==> config.mk <==
export PLATFORM = sky130hd
export DESIGN_NAME = tank_separation_sequencer_flat
export DESIGN_NICKNAME = d
export VERILOG_FILES = /design/src/tss_pkg.sv /design/src/tss_if.sv /design/src/tank_separation_sequencer.sv /design/src/flat_wrapper.sv
export VERILOG_INCLUDE_DIRS = /design/src /design/src/src
export SDC_FILE = /design/constraint.sdc
export NUM_CORES = 1
export LEC_CHECK = 0
export ABC_AREA = 0
export ABC_CLOCK_PERIOD_IN_PS = 6140
export BUFFER_PORTS_ARGS = -buffer_cell sky130_fd_sc_hd__buf_2
export CAP_MARGIN = 30
export CORE_ASPECT_RATIO = 2
export CORE_MARGIN = 2
export CORE_UTILIZATION = 50
export CTS_BUF_LIST = sky130_fd_sc_hd__clkbuf_4 sky130_fd_sc_hd__clkbuf_8
export CTS_CLUSTER_DIAMETER = 40
export DETAILED_ROUTE_END_ITERATION = 10
export PLACE_DENSITY = 0.69
export SYNTH_ARGS = -nofsm -noshare
export SYNTH_HDL_FRONTEND = slang
export SYNTH_SLANG_ARGS = --single-unit
==> constraint.sdc <==
create_clock -name clk_i -period 6.14 [get_ports clk_i]
set_input_delay 1.228 -clock clk_i [delete_from_list [all_inputs] [get_ports clk_i]]
set_output_delay 1.228 -clock clk_i [all_outputs]
set_load 0.01 [all_outputs]
==> src/tank_separation_sequencer_macros.svh <==
// Assertion macros used by the tank separation sequencer top level.
`ifndef TANK_SEPARATION_SEQUENCER_MACROS_SVH
`define TANK_SEPARATION_SEQUENCER_MACROS_SVH

`ifndef SYNTHESIS

// Immediate implication checked on every clock edge outside reset.
`define TSS_ASSERT_IMPL(label, ante, cons, msg) \
  label: assert property (@(posedge clk_i) disable iff (!rst_ni) (ante) |-> (cons)) \
    else $error(msg);

// Next-cycle implication checked on every clock edge outside reset.
`define TSS_ASSERT_NEXT(label, ante, cons, msg) \
  label: assert property (@(posedge clk_i) disable iff (!rst_ni) (ante) |=> (cons)) \
    else $error(msg);

`else

`define TSS_ASSERT_IMPL(label, ante, cons, msg)
`define TSS_ASSERT_NEXT(label, ante, cons, msg)

`endif

`endif

==> src/tss_pkg.sv <==
// Types and constants of the tank separation sequencer.
`timescale 1ns / 1ps

package tss_pkg;

  localparam int unsigned RateW  = 16;
  localparam int unsigned LimitW = 15;
  localparam int unsigned DelayW = 24;
  localparam int unsigned DtW    = 16;
  localparam int unsigned ValveN = 5;
  localparam int unsigned CfgIdxW  = 3;
  localparam int unsigned CfgDataW = 24;

  localparam logic [LimitW-1:0] RollLimitReset  = 15'd1280;
  localparam logic [LimitW-1:0] PitchLimitReset = 15'd179;
  localparam logic [LimitW-1:0] YawLimitReset   = 15'd179;
  localparam logic [DelayW-1:0] AutoDelayReset  = 24'd18000;
  localparam logic [DelayW-1:0] SepDelayReset   = 24'd160;

  typedef enum logic [CfgIdxW-1:0] {
    CFG_ROLL_RATE_LIMIT          = 3'd0,
    CFG_PITCH_RATE_LIMIT         = 3'd1,
    CFG_YAW_RATE_LIMIT           = 3'd2,
    CFG_CUTOFF_TO_AUTO_DELAY     = 3'd3,
    CFG_TRANSLATION_TO_SEP_DELAY = 3'd4
  } cfg_idx_e;

  typedef struct packed {
    logic [DtW-1:0]           elapsed_ms;
    logic                     cutoff_confirmed;
    logic                     manual_mode_switch;
    logic                     sep_pushbutton;
    logic signed [RateW-1:0]  roll_rate;
    logic signed [RateW-1:0]  pitch_rate;
    logic signed [RateW-1:0]  yaw_rate;
    logic [ValveN-1:0]        valve_closed_bits;
  } in_word_t;

  typedef struct packed {
    logic feedline_close_drive;
    logic feedline_open_drive;
    logic relief_isolation_close;
    logic translation_request;
    logic separate_request;
    logic sep_inhibited;
    logic sequence_active;
    logic sequence_done;
  } out_word_t;

endpackage

==> src/tss_if.sv <==
// Valid/ready channel interfaces for the sequencer input and result words.
`timescale 1ns / 1ps

interface tss_in_if;
  logic              valid;
  logic              ready;
  tss_pkg::in_word_t payload;

  modport source (output valid, output payload, input ready);
  modport sink   (input valid, input payload, output ready);
endinterface

interface tss_out_if;
  logic               valid;
  logic               ready;
  tss_pkg::out_word_t payload;

  modport source (output valid, output payload, input ready);
  modport sink   (input valid, input payload, output ready);
endinterface

==> src/tank_separation_sequencer.sv <==
// Top level of the interlocked tank separation sequencer.
`timescale 1ns / 1ps
`include "tank_separation_sequencer_macros.svh"

// One input word is one tick of the sequencer. A word is captured in an
// input register, the whole tick (countdown subtraction, rate and valve
// checks, sequencing) is evaluated in one pass of logic from that register
// and the held state, and the result word lands in an output register. The
// block takes one word per clock cycle when the result side keeps up. A
// word passes the input register, then the output register, where its
// result stays valid until the sink takes it. The two registers form a
// two-entry pipeline, so one new word is still taken into the input register
// while a finished result waits for the sink. The configuration port
// writes the rate limits and the two delays; write it only while no word is
// in flight. Once separation has been commanded the sequencer freezes and
// every later tick repeats the held line levels with both pulses low.
module tank_separation_sequencer (
  input  logic                          clk_i,
  input  logic                          rst_ni,
  input  logic                          cfg_we_i,
  input  logic [tss_pkg::CfgIdxW-1:0]   cfg_idx_i,
  input  logic [tss_pkg::CfgDataW-1:0]  cfg_data_i,
  tss_in_if.sink                        in_i,
  tss_out_if.source                     out_o
);

  localparam int unsigned LimitW = tss_pkg::LimitW;
  localparam int unsigned DelayW = tss_pkg::DelayW;
  localparam int unsigned RateW  = tss_pkg::RateW;
  localparam int unsigned DtW    = tss_pkg::DtW;

  // Configuration registers.
  logic [LimitW-1:0] roll_limit_q, pitch_limit_q, yaw_limit_q;
  logic [DelayW-1:0] auto_delay_q, sep_delay_q;

  always_ff @(posedge clk_i or negedge rst_ni) begin
    if (!rst_ni) begin
      roll_limit_q  <= tss_pkg::RollLimitReset;
      pitch_limit_q <= tss_pkg::PitchLimitReset;
      yaw_limit_q   <= tss_pkg::YawLimitReset;
      auto_delay_q  <= tss_pkg::AutoDelayReset;
      sep_delay_q   <= tss_pkg::SepDelayReset;
    end else if (cfg_we_i) begin
      unique case (tss_pkg::cfg_idx_e'(cfg_idx_i))
        tss_pkg::CFG_ROLL_RATE_LIMIT:          roll_limit_q  <= cfg_data_i[LimitW-1:0];
        tss_pkg::CFG_PITCH_RATE_LIMIT:         pitch_limit_q <= cfg_data_i[LimitW-1:0];
        tss_pkg::CFG_YAW_RATE_LIMIT:           yaw_limit_q   <= cfg_data_i[LimitW-1:0];
        tss_pkg::CFG_CUTOFF_TO_AUTO_DELAY:     auto_delay_q  <= cfg_data_i[DelayW-1:0];
        tss_pkg::CFG_TRANSLATION_TO_SEP_DELAY: sep_delay_q   <= cfg_data_i[DelayW-1:0];
        default: ;
      endcase
    end
  end

  // Pipeline handshake. The tick is evaluated when the input register holds
  // a word and the output register is empty or being drained this cycle.
  logic              in_valid_q;
  tss_pkg::in_word_t in_word_q;
  logic              out_valid_q;
  tss_pkg::out_word_t out_word_q;
  logic              advance;

  assign advance    = in_valid_q && (!out_valid_q || out_o.ready);
  assign in_i.ready = !in_valid_q || advance;

  always_ff @(posedge clk_i or negedge rst_ni) begin
    if (!rst_ni) begin
      in_valid_q <= 1'b0;
    end else if (in_i.ready) begin
      in_valid_q <= in_i.valid;
    end
  end

  always_ff @(posedge clk_i) begin
    if (in_i.valid && in_i.ready) begin
      in_word_q <= in_i.payload;
    end
  end

  // Sequencer state, including the held levels of the three valve lines.
  logic              armed_q, finished_q, auto_q, cmd_q, started_q, inhibit_q;
  logic [DelayW-1:0] cutoff_cd_q, sep_cd_q;
  logic              close_q, open_q, relief_q;

  logic              armed_d, finished_d, auto_d, cmd_d, started_d, inhibit_d;
  logic [DelayW-1:0] cutoff_cd_d, sep_cd_d;
  logic              close_d, open_d, relief_d;
  logic              trans_pulse, sep_pulse, checks_pass;

  // Absolute value of a signed rate; the most negative code gives 32768.
  function automatic logic [RateW:0] abs_rate(logic signed [RateW-1:0] r);
    logic [RateW:0] ext;
    ext = {1'b0, r};
    return r[RateW-1] ? (({1'b1, {RateW{1'b0}}}) - ext) : ext;
  endfunction

  // Countdown step that stops at zero instead of wrapping.
  function automatic logic [DelayW-1:0] count_down(logic [DelayW-1:0] c,
                                                   logic [DtW-1:0] dt);
    logic [DelayW:0] diff;
    diff = {1'b0, c} - {{(DelayW+1-DtW){1'b0}}, dt};
    return diff[DelayW] ? '0 : diff[DelayW-1:0];
  endfunction

  always_comb begin
    checks_pass =
      (abs_rate(in_word_q.roll_rate)  <= {{(RateW+1-LimitW){1'b0}}, roll_limit_q})  &&
      (abs_rate(in_word_q.pitch_rate) <= {{(RateW+1-LimitW){1'b0}}, pitch_limit_q}) &&
      (abs_rate(in_word_q.yaw_rate)   <= {{(RateW+1-LimitW){1'b0}}, yaw_limit_q})   &&
      (&in_word_q.valve_closed_bits);
  end

  always_comb begin
    armed_d     = armed_q;
    finished_d  = finished_q;
    auto_d      = auto_q;
    cmd_d       = cmd_q;
    started_d   = started_q;
    inhibit_d   = inhibit_q;
    cutoff_cd_d = cutoff_cd_q;
    sep_cd_d    = sep_cd_q;
    close_d     = close_q;
    open_d      = open_q;
    relief_d    = relief_q;
    trans_pulse = 1'b0;
    sep_pulse   = 1'b0;

    if (!finished_q) begin
      if (armed_q) begin
        cutoff_cd_d = count_down(cutoff_cd_q, in_word_q.elapsed_ms);
        if (started_q) begin
          sep_cd_d = count_down(sep_cd_q, in_word_q.elapsed_ms);
        end

        // Manual mode waits for the pushbutton; otherwise the expired
        // countdown latches auto mode for good.
        if (in_word_q.manual_mode_switch) begin
          if (in_word_q.sep_pushbutton) begin
            cmd_d = 1'b1;
          end
        end else if (cutoff_cd_d == '0) begin
          auto_d = 1'b1;
        end

        close_d  = 1'b1;
        open_d   = 1'b0;
        relief_d = 1'b0;

        if (auto_d) begin
          if (checks_pass) begin
            cmd_d   = 1'b1;
            close_d = 1'b0;
          end else begin
            inhibit_d = 1'b1;
          end
        end

        // The first commanded tick requests translation and loads the
        // separation delay; separation fires once that delay has run out.
        if (cmd_d) begin
          if (!started_q) begin
            trans_pulse = 1'b1;
            sep_cd_d    = sep_delay_q;
            started_d   = 1'b1;
          end else if (sep_cd_d == '0) begin
            sep_pulse  = 1'b1;
            inhibit_d  = 1'b0;
            finished_d = 1'b1;
          end
        end
      end else if (in_word_q.cutoff_confirmed) begin
        cutoff_cd_d = auto_delay_q;
        armed_d     = 1'b1;
      end
    end
  end

  always_ff @(posedge clk_i or negedge rst_ni) begin
    if (!rst_ni) begin
      armed_q     <= 1'b0;
      finished_q  <= 1'b0;
      auto_q      <= 1'b0;
      cmd_q       <= 1'b0;
      started_q   <= 1'b0;
      inhibit_q   <= 1'b0;
      cutoff_cd_q <= '0;
      sep_cd_q    <= '0;
      close_q     <= 1'b0;
      open_q      <= 1'b1;
      relief_q    <= 1'b1;
    end else if (advance) begin
      armed_q     <= armed_d;
      finished_q  <= finished_d;
      auto_q      <= auto_d;
      cmd_q       <= cmd_d;
      started_q   <= started_d;
      inhibit_q   <= inhibit_d;
      cutoff_cd_q <= cutoff_cd_d;
      sep_cd_q    <= sep_cd_d;
      close_q     <= close_d;
      open_q      <= open_d;
      relief_q    <= relief_d;
    end
  end

  // Result register.
  always_ff @(posedge clk_i or negedge rst_ni) begin
    if (!rst_ni) begin
      out_valid_q <= 1'b0;
    end else if (advance) begin
      out_valid_q <= 1'b1;
    end else if (out_o.ready) begin
      out_valid_q <= 1'b0;
    end
  end

  always_ff @(posedge clk_i) begin
    if (advance) begin
      out_word_q.feedline_close_drive   <= close_d;
      out_word_q.feedline_open_drive    <= open_d;
      out_word_q.relief_isolation_close <= relief_d;
      out_word_q.translation_request    <= trans_pulse;
      out_word_q.separate_request       <= sep_pulse;
      out_word_q.sep_inhibited          <= inhibit_d;
      out_word_q.sequence_active        <= armed_d;
      out_word_q.sequence_done          <= finished_d;
    end
  end

  assign out_o.valid   = out_valid_q;
  assign out_o.payload = out_word_q;

  `TSS_ASSERT_NEXT(finished_sticks_a, finished_q, finished_q,
                   "finished state was left")
  `TSS_ASSERT_IMPL(finished_needs_armed_a, finished_q, armed_q && started_q,
                   "finished without arming and translation")
  `TSS_ASSERT_IMPL(sep_after_trans_a, advance && sep_pulse, started_q && !trans_pulse,
                   "separate pulse without prior translation")
  `TSS_ASSERT_NEXT(trans_starts_timer_a, advance && trans_pulse, started_q && !finished_q,
                   "translation did not start the separation timer")
  `TSS_ASSERT_IMPL(done_implies_active_a, out_valid_q,
                   !out_word_q.sequence_done || out_word_q.sequence_active,
                   "result reports done while not active")

endmodule
==> src/flat_wrapper.sv <==
// flat-port wrapper written by rule: the top's interface ports become plain ports
module tank_separation_sequencer_flat 
  (clk_i, rst_ni, cfg_we_i, cfg_idx_i, cfg_data_i, in_i_valid, in_i_payload, in_i_ready, out_o_valid, out_o_payload, out_o_ready);
  tss_in_if in_i_i ();
  tss_out_if out_o_i ();
  input  logic clk_i;
  input  logic rst_ni;
  input  logic cfg_we_i;
  input  logic [tss_pkg::CfgIdxW-1:0] cfg_idx_i;
  input  logic [tss_pkg::CfgDataW-1:0] cfg_data_i;
  input wire logic [$bits(in_i_i.valid)-1:0] in_i_valid;
  input wire logic [$bits(in_i_i.payload)-1:0] in_i_payload;
  output wire logic [$bits(in_i_i.ready)-1:0] in_i_ready;
  output wire logic [$bits(out_o_i.valid)-1:0] out_o_valid;
  output wire logic [$bits(out_o_i.payload)-1:0] out_o_payload;
  input wire logic [$bits(out_o_i.ready)-1:0] out_o_ready;
  assign in_i_i.valid = in_i_valid;
  assign in_i_i.payload = in_i_payload;
  assign in_i_ready = in_i_i.ready;
  assign out_o_valid = out_o_i.valid;
  assign out_o_payload = out_o_i.payload;
  assign out_o_i.ready = out_o_ready;
  tank_separation_sequencer u_core (.clk_i(clk_i), .rst_ni(rst_ni), .cfg_we_i(cfg_we_i), .cfg_idx_i(cfg_idx_i), .cfg_data_i(cfg_data_i), .in_i(in_i_i), .out_o(out_o_i));
endmodule
# == Yosys cells after proc, flatten, opt, wreduce, memory -nomap -nowiden ==
# Cells that the tools add are included.
# totals
elab_cells,121
inputBits,104
regBits,232
out_inout_bits,10
# classes
n_eq_ne,4
order_cmp,3
bitwise_logic,3
addsub,5
muxes,48
n_reduce_logical,24
# ops
cell,count
24-bit two-way mux,9
17-bit by 15-bit less-or-equal comparator with 1-bit output,3
17-bit two-way mux,3
17-bit by 16-bit subtractor with 17-bit output (first input constant),3
24-bit by 16-bit subtractor with 25-bit output,2
24-bit logical NOT,2
1-bit two-way mux,36
2-bit AND reduction,5
3-bit by 2-bit equality test with 1-bit output (second input constant),2
3-bit AND reduction,2
1-bit logical AND,5
5-bit AND reduction,1
4-bit AND reduction,1
2-bit nonzero test,2
3-bit by 1-bit equality test with 1-bit output (second input constant),1
3-bit equality test (second input constant),1
3-bit logical NOT,1
1-bit inverter,3
3-bit OR reduction,1
1-bit logical NOT,2
1-bit logical OR,2

# == Longest topological paths before layout ==
# logic_depth
word_depth,13
ltp_mapped,21
mapped_depth_nobuf,20

# == Worst setup path before layout ==
# Ideal clock, no wire load.
# synth_path
path_kind,register to register
from,register u_core.in_word_q[8] in the netlist's numbering
to,register u_core.sep_cd_q[10]
synth_period_minus_slack_ps,4254
setup_slack_ps,1886
setup_ps,132
arrival_time_ps,4122
n_path_buf,1
stages_incl_launch_ff,20
t_required_ps,6008
cell_sequence,edfxtp_1 -> or3_1 -> or2_2 -> nor2_1 -> nand2_1 -> or2_2 -> o21ai_0 -> xnor2_1 -> ha_1 -> nand2_1 -> nor2_1 -> a21oi_1 -> nor4_1 -> o211ai_1 -> a2111oi_0 -> nand2_1 -> o311ai_4 -> buf_6 -> mux2i_1 -> o21ai_1
# synth_via
elab_chain_cells,10
# synth_lines
element,line,rtl
"start, declared",tank_separation_sequencer.sv:58,tss_pkg::in_word_t in_word_q;
"start signal, assigned",tank_separation_sequencer.sv:76,in_word_q <= in_i.payload;
17-bit by 16-bit subtractor with 17-bit output,tank_separation_sequencer.sv:94,"return r[RateW-1] ? (({1'b1, {RateW{1'b0}}}) - ext) : ext;"
17-bit two-way mux (*),tank_separation_sequencer.sv:94,
17-bit by 15-bit less-or-equal comparator with 1-bit output (*),tank_separation_sequencer.sv:109,"(abs_rate(in_word_q.yaw_rate) <= {{(RateW+1-LimitW){1'b0}}, yaw_limit_q}) &&"
1-bit logical AND (*),tank_separation_sequencer.sv:108,"(abs_rate(in_word_q.pitch_rate) <= {{(RateW+1-LimitW){1'b0}}, pitch_limit_q}) &&"
1-bit logical AND (*),tank_separation_sequencer.sv:109,
1-bit two-way mux (*),tank_separation_sequencer.sv:150,if (checks_pass) begin
1-bit two-way mux (*),tank_separation_sequencer.sv:149,if (auto_d) begin
1-bit two-way mux (*),tank_separation_sequencer.sv:129,if (armed_q) begin
1-bit two-way mux (*),tank_separation_sequencer.sv:128,if (!finished_q) begin
24-bit two-way mux (*),tank_separation_sequencer.sv:160,if (cmd_d) begin
"end signal, assigned",tank_separation_sequencer.sv:199,sep_cd_q <= sep_cd_d;
"end, declared",tank_separation_sequencer.sv:82,"logic [DelayW-1:0] cutoff_cd_q, sep_cd_q;"
# Every way passes the cells marked *; elsewhere a longest branch is shown, timed or not. The select of a mux whose other input is x is not followed.
# A chain may end at the register's enable or synchronous reset.

# == Worst setup path after layout ==
# layout_path
from,register u_core.in_word_q[8] in the netlist's numbering
to,register u_core.sep_cd_q[5]
# The elaborated chain is that of the path after synthesis.

==> summary.txt <==
Logic synthesis
  – Prevailing post-synth register cell: sky130_fd_sc_hd__dfrtp_1
  – Mean area per synthesized cell: 10.0 µm²
  – Cell area after technology mapping: 13600 µm²
  – YS warnings: 0
  – Fraction of registers with async set or reset after synthesis: 65.5%
  – Cell variety after synth: 81
  – Part of the Yosys area used for sequential elements: 45.9%
  – Synth Instances: 1354
  – Register bit count reported by yosys: 232
  – Post-synthesis net count: 1540
  – Post-synth EDFFs: 80

Worst setup path
  – Critical Path AT: 5770 ps
  – Capturing element type of the critical path: register
  – Critical path class: register to register
  – Data required time of the critical path: 6580 ps
  – Reg2reg setup slack: 800 ps
  – Worst setup SP type: register
  – Largest fanout on the critical path: 15

Timing
  – Clock skew after layout: 19.6 ps
  – Number of setup violations in the final report: 0
  – Post-route minimum period: 5340 ps
  – RSZ-0062 raised after global routing: false
  – Fin crit share: 86.9%
  – Headroom to the max-slew limit: 35.3%
  – Final hold violation count: 0
  – Final sum of negative setup slack: 0 ps
  – Pins over their slew limit: 0
  – Hold slack: 474 ps
  – Achievable clock frequency: 0.187 GHz
  – Worst Max-Slew Pin Slew: 958 ps

Placement
  – Quantity of I/O buffers inserted on ports: 113
  – Post-DP HPWL: 27800 µm
  – Final weighted congestion in routability-driven placement: 0.952
  – Placed cell area: 14500 µm²

Global route
  – Maximum number of pins on one net before global-route repair: 98
  – Number of global-route vias before repair: 11000
  – Global-route wire length before repair: 55800 µm
  – GRT Resource Usage Total: 25.2%
  – Initial antenna violation count: 1
  – Congestion Overflow GR: 0

Final layout
  – Net count reported at finish: 1657
  – Layout cell share with drive strength beyond 1: 20.3%
  – Commonest cells after routing, fill and taps aside: sky130_fd_sc_hd__nand2_1 (136), sky130_fd_sc_hd__dfrtp_1 (131), sky130_fd_sc_hd__o21ai_0 (113)
  – Number of filler cells placed in the layout: 2400
  – Leading cell type in the layout, fill and taps excluded: sky130_fd_sc_hd__nand2_1
  – Reg area: 6230 µm²
  – Area Growth Syn to Fin: 12.7%
  – Final cell area excluding filler cells: 15300 µm²
  – Multi-input gate area in the final layout: 6810 µm²

Power and ir drop
  – Net switching power of the design: 1020 µW
  – Switching Fraction: 26.6%
  – Power per cell area: 251 nW/µm²
  – Overall power after layout: 3840 µW
  – Sequential group share of total power: 49.1%
  – Combinational power share: 15.8%
  – Internal portion of total power: 2810 µW
  – Worst ir drop on vdd: 0.211 mV
  – Leakage power figure: 0.00660 µW
  – Portion of total power attributed to the clock network: 35.1%

Routing
  – Overall via count from detail_route: 10700
  – Count of unresolved DRC violations after routing: 0
  – Vias per std cell: 5.80
  – Remaining antenna violation count after routing: 0
  – Detailed router's first-iteration violation count: 650
  – Router iterations before antenna repair: 7
  – Aggregate routed wire length: 35600 µm
  – Average detailed-routed wire length per instance: 19.3 µm

Clock tree
  – Maximum number of buffers from clock root to sink: 3
  – H-tree depth: 2
  – Clock transition at path regs: 60 ps
  – CTS tree: done
  – Clk_lat worst skew: 560 ps
  – Root Driver: sky130_fd_sc_hd__clkbuf_8
  – Cts repair resizes: 0
  – CTS Buf Count: 36
  – Setup fix buffers added after clock tree synthesis: 0
  – Clock net sink count: 232
  – Number of buffers added to fix hold violations after cts: 0

Floorplanning
  – Die outline area: 28600 µm²
  – Number of placement rows: 85
  – Floorplan die width: 120 µm
  – Initial Utilization: 50.6%
  – Ports placed on the boundary: 114
  – Vertical extent of the die: 237 µm
  – Core outline area: 26800 µm²

Run
  – Maxcap violations: 0

Worst hold path
  – Path class of the lowest-slack min-delay path: register to register

Outcome
  – Result of the run: finished clean
==> registers in the layout, indices dropped and copies added, names as in the netlist, 8 cells and up <==
name                  flops
u_core.cutoff_cd_q       24
u_core.in_word_q         72
u_core.out_o.payload      8
u_core.roll_limit_q      15
u_core.sep_cd_q          24
u_core.auto_delay_q      24
u_core.yaw_limit_q       15
u_core.sep_delay_q       24
u_core.pitch_limit_q     15
==> path summary, 6_finish.rpt <==
kind,startpoint,endpoint,cells after the start
worst max-delay path,u_core.in_word_q[8],u_core.sep_cd_q[5],19
worst min-delay path,u_core.cmd_q,u_core.cmd_q,1
max in group asynchronous,rst_ni,u_core.roll_limit_q[6],2
worst max register to register,u_core.in_word_q[8],u_core.sep_cd_q[5],19
worst min register to register,u_core.cmd_q,u_core.cmd_q,1
min in group asynchronous,rst_ni,u_core.auto_delay_q[3],1
==> synth_stat cells (12+ instances only) <==
library cell	number	share of area, %
sky130_fd_sc_hd__nor3_1	23	0.85
sky130_fd_sc_hd__ha_1	80	7.4
sky130_fd_sc_hd__inv_1	88	2.4
sky130_fd_sc_hd__and3_1	15	0.69
sky130_fd_sc_hd__dfstp_2	21	4.1
sky130_fd_sc_hd__nand2_1	136	3.8
sky130_fd_sc_hd__a22oi_1	19	1.1
sky130_fd_sc_hd__a21oi_1	78	2.9
sky130_fd_sc_hd__o21ai_1	12	0.44
sky130_fd_sc_hd__o21a_1	16	0.89
sky130_fd_sc_hd__and2_1	24	1.1
sky130_fd_sc_hd__mux2_2	59	4.9
sky130_fd_sc_hd__nand4_1	13	0.60
sky130_fd_sc_hd__o31ai_1	16	0.89
sky130_fd_sc_hd__xnor2_1	48	3.1
sky130_fd_sc_hd__mux2i_1	21	1.5
sky130_fd_sc_hd__dfrtp_1	131	24
sky130_fd_sc_hd__nand2b_1	15	0.69
sky130_fd_sc_hd__or3_1	16	0.74
sky130_fd_sc_hd__nor2_1	67	1.9
sky130_fd_sc_hd__edfxtp_1	80	18
sky130_fd_sc_hd__clkbuf_1	45	1.2
sky130_fd_sc_hd__o21ai_0	114	4.2
sky130_fd_sc_hd__a21o_1	15	0.83
sky130_fd_sc_hd__a31oi_1	12	0.55
==> final cells by class <==
| class | count | share of cell area (%) |
|---|---|---|
| antenna | 1 | 0.0164 |
| clock inverter | 6 | 0.245 |
| inverter | 89 | 2.18 |
| multi-input combinational | 980 | 44.5 |
| sequential | 232 | 40.7 |
| tap | 348 | 2.85 |
| clock buffer | 60 | 4.74 |
| timing repair buffer | 132 | 4.70 |
==> routing by layer <==
| metal | vias to the layer above | share of wire (%) | GRT usage [%] |
|---|---|---|---|
| met5 | - | 0 | 0 |
| met4 | 0 | 8.0 | 18.2 |
| met3 | 144 | 3.6 | 3.30 |
| met2 | 288 | 54 | 47.2 |
| met1 | 5112 | 35 | 24.8 |
| li1 | 5177 | - | - |
==> power by group through the flow <==
stage	clock network (µW)	registers, µW	logic (µW)
final	1350	1880	606
after CTS	1380	1880	614
after global routing	1450	1900	691
after detailed placement	0	1910	609
after floorplan	0	1880	426
after global placement	0	1900	585
==> per-stage QoR <==
stage	util, %	std cells	setup slack [ps]
floorplan	-	1354	1890
global placement	54.2	1780	1050
detailed placement	54.2	1780	908
CTS	57.0	1846	867
global route	57.1	1848	446
finish	57.1	1848	805
==> cell families after synthesis <==
group	share of synthesized area [%]
AO/OA/AOI/OAI	17.6
XOR/XNOR	3.81
adder cells (fa/ha/maj)	7.67
buffers and inverters	4.08
flip-flops	45.9
multiplexers	6.44
AND/OR/NAND/NOR	14.5
==> critical path, stage by stage (launching register included) <==
cell and delay (ps):
sky130_fd_sc_hd__edfxtp_1 440, sky130_fd_sc_hd__or3_1 410, sky130_fd_sc_hd__or2_2 330, sky130_fd_sc_hd__nor2_1 90
sky130_fd_sc_hd__nand2_1 70, sky130_fd_sc_hd__or2_2 280, sky130_fd_sc_hd__o21ai_0 230, sky130_fd_sc_hd__xnor2_1 100
sky130_fd_sc_hd__ha_1 300, sky130_fd_sc_hd__nand2_1 70, sky130_fd_sc_hd__nor2_1 200, sky130_fd_sc_hd__a21oi_1 110
sky130_fd_sc_hd__nor4_1 290, sky130_fd_sc_hd__buf_4 150, sky130_fd_sc_hd__o211ai_1 240, sky130_fd_sc_hd__a2111o_1 520
sky130_fd_sc_hd__o311ai_4 640, sky130_fd_sc_hd__buf_4 400, sky130_fd_sc_hd__mux2i_1 240, sky130_fd_sc_hd__o22ai_1 90
No activity file was read; power rests on OpenSTA's default activity.
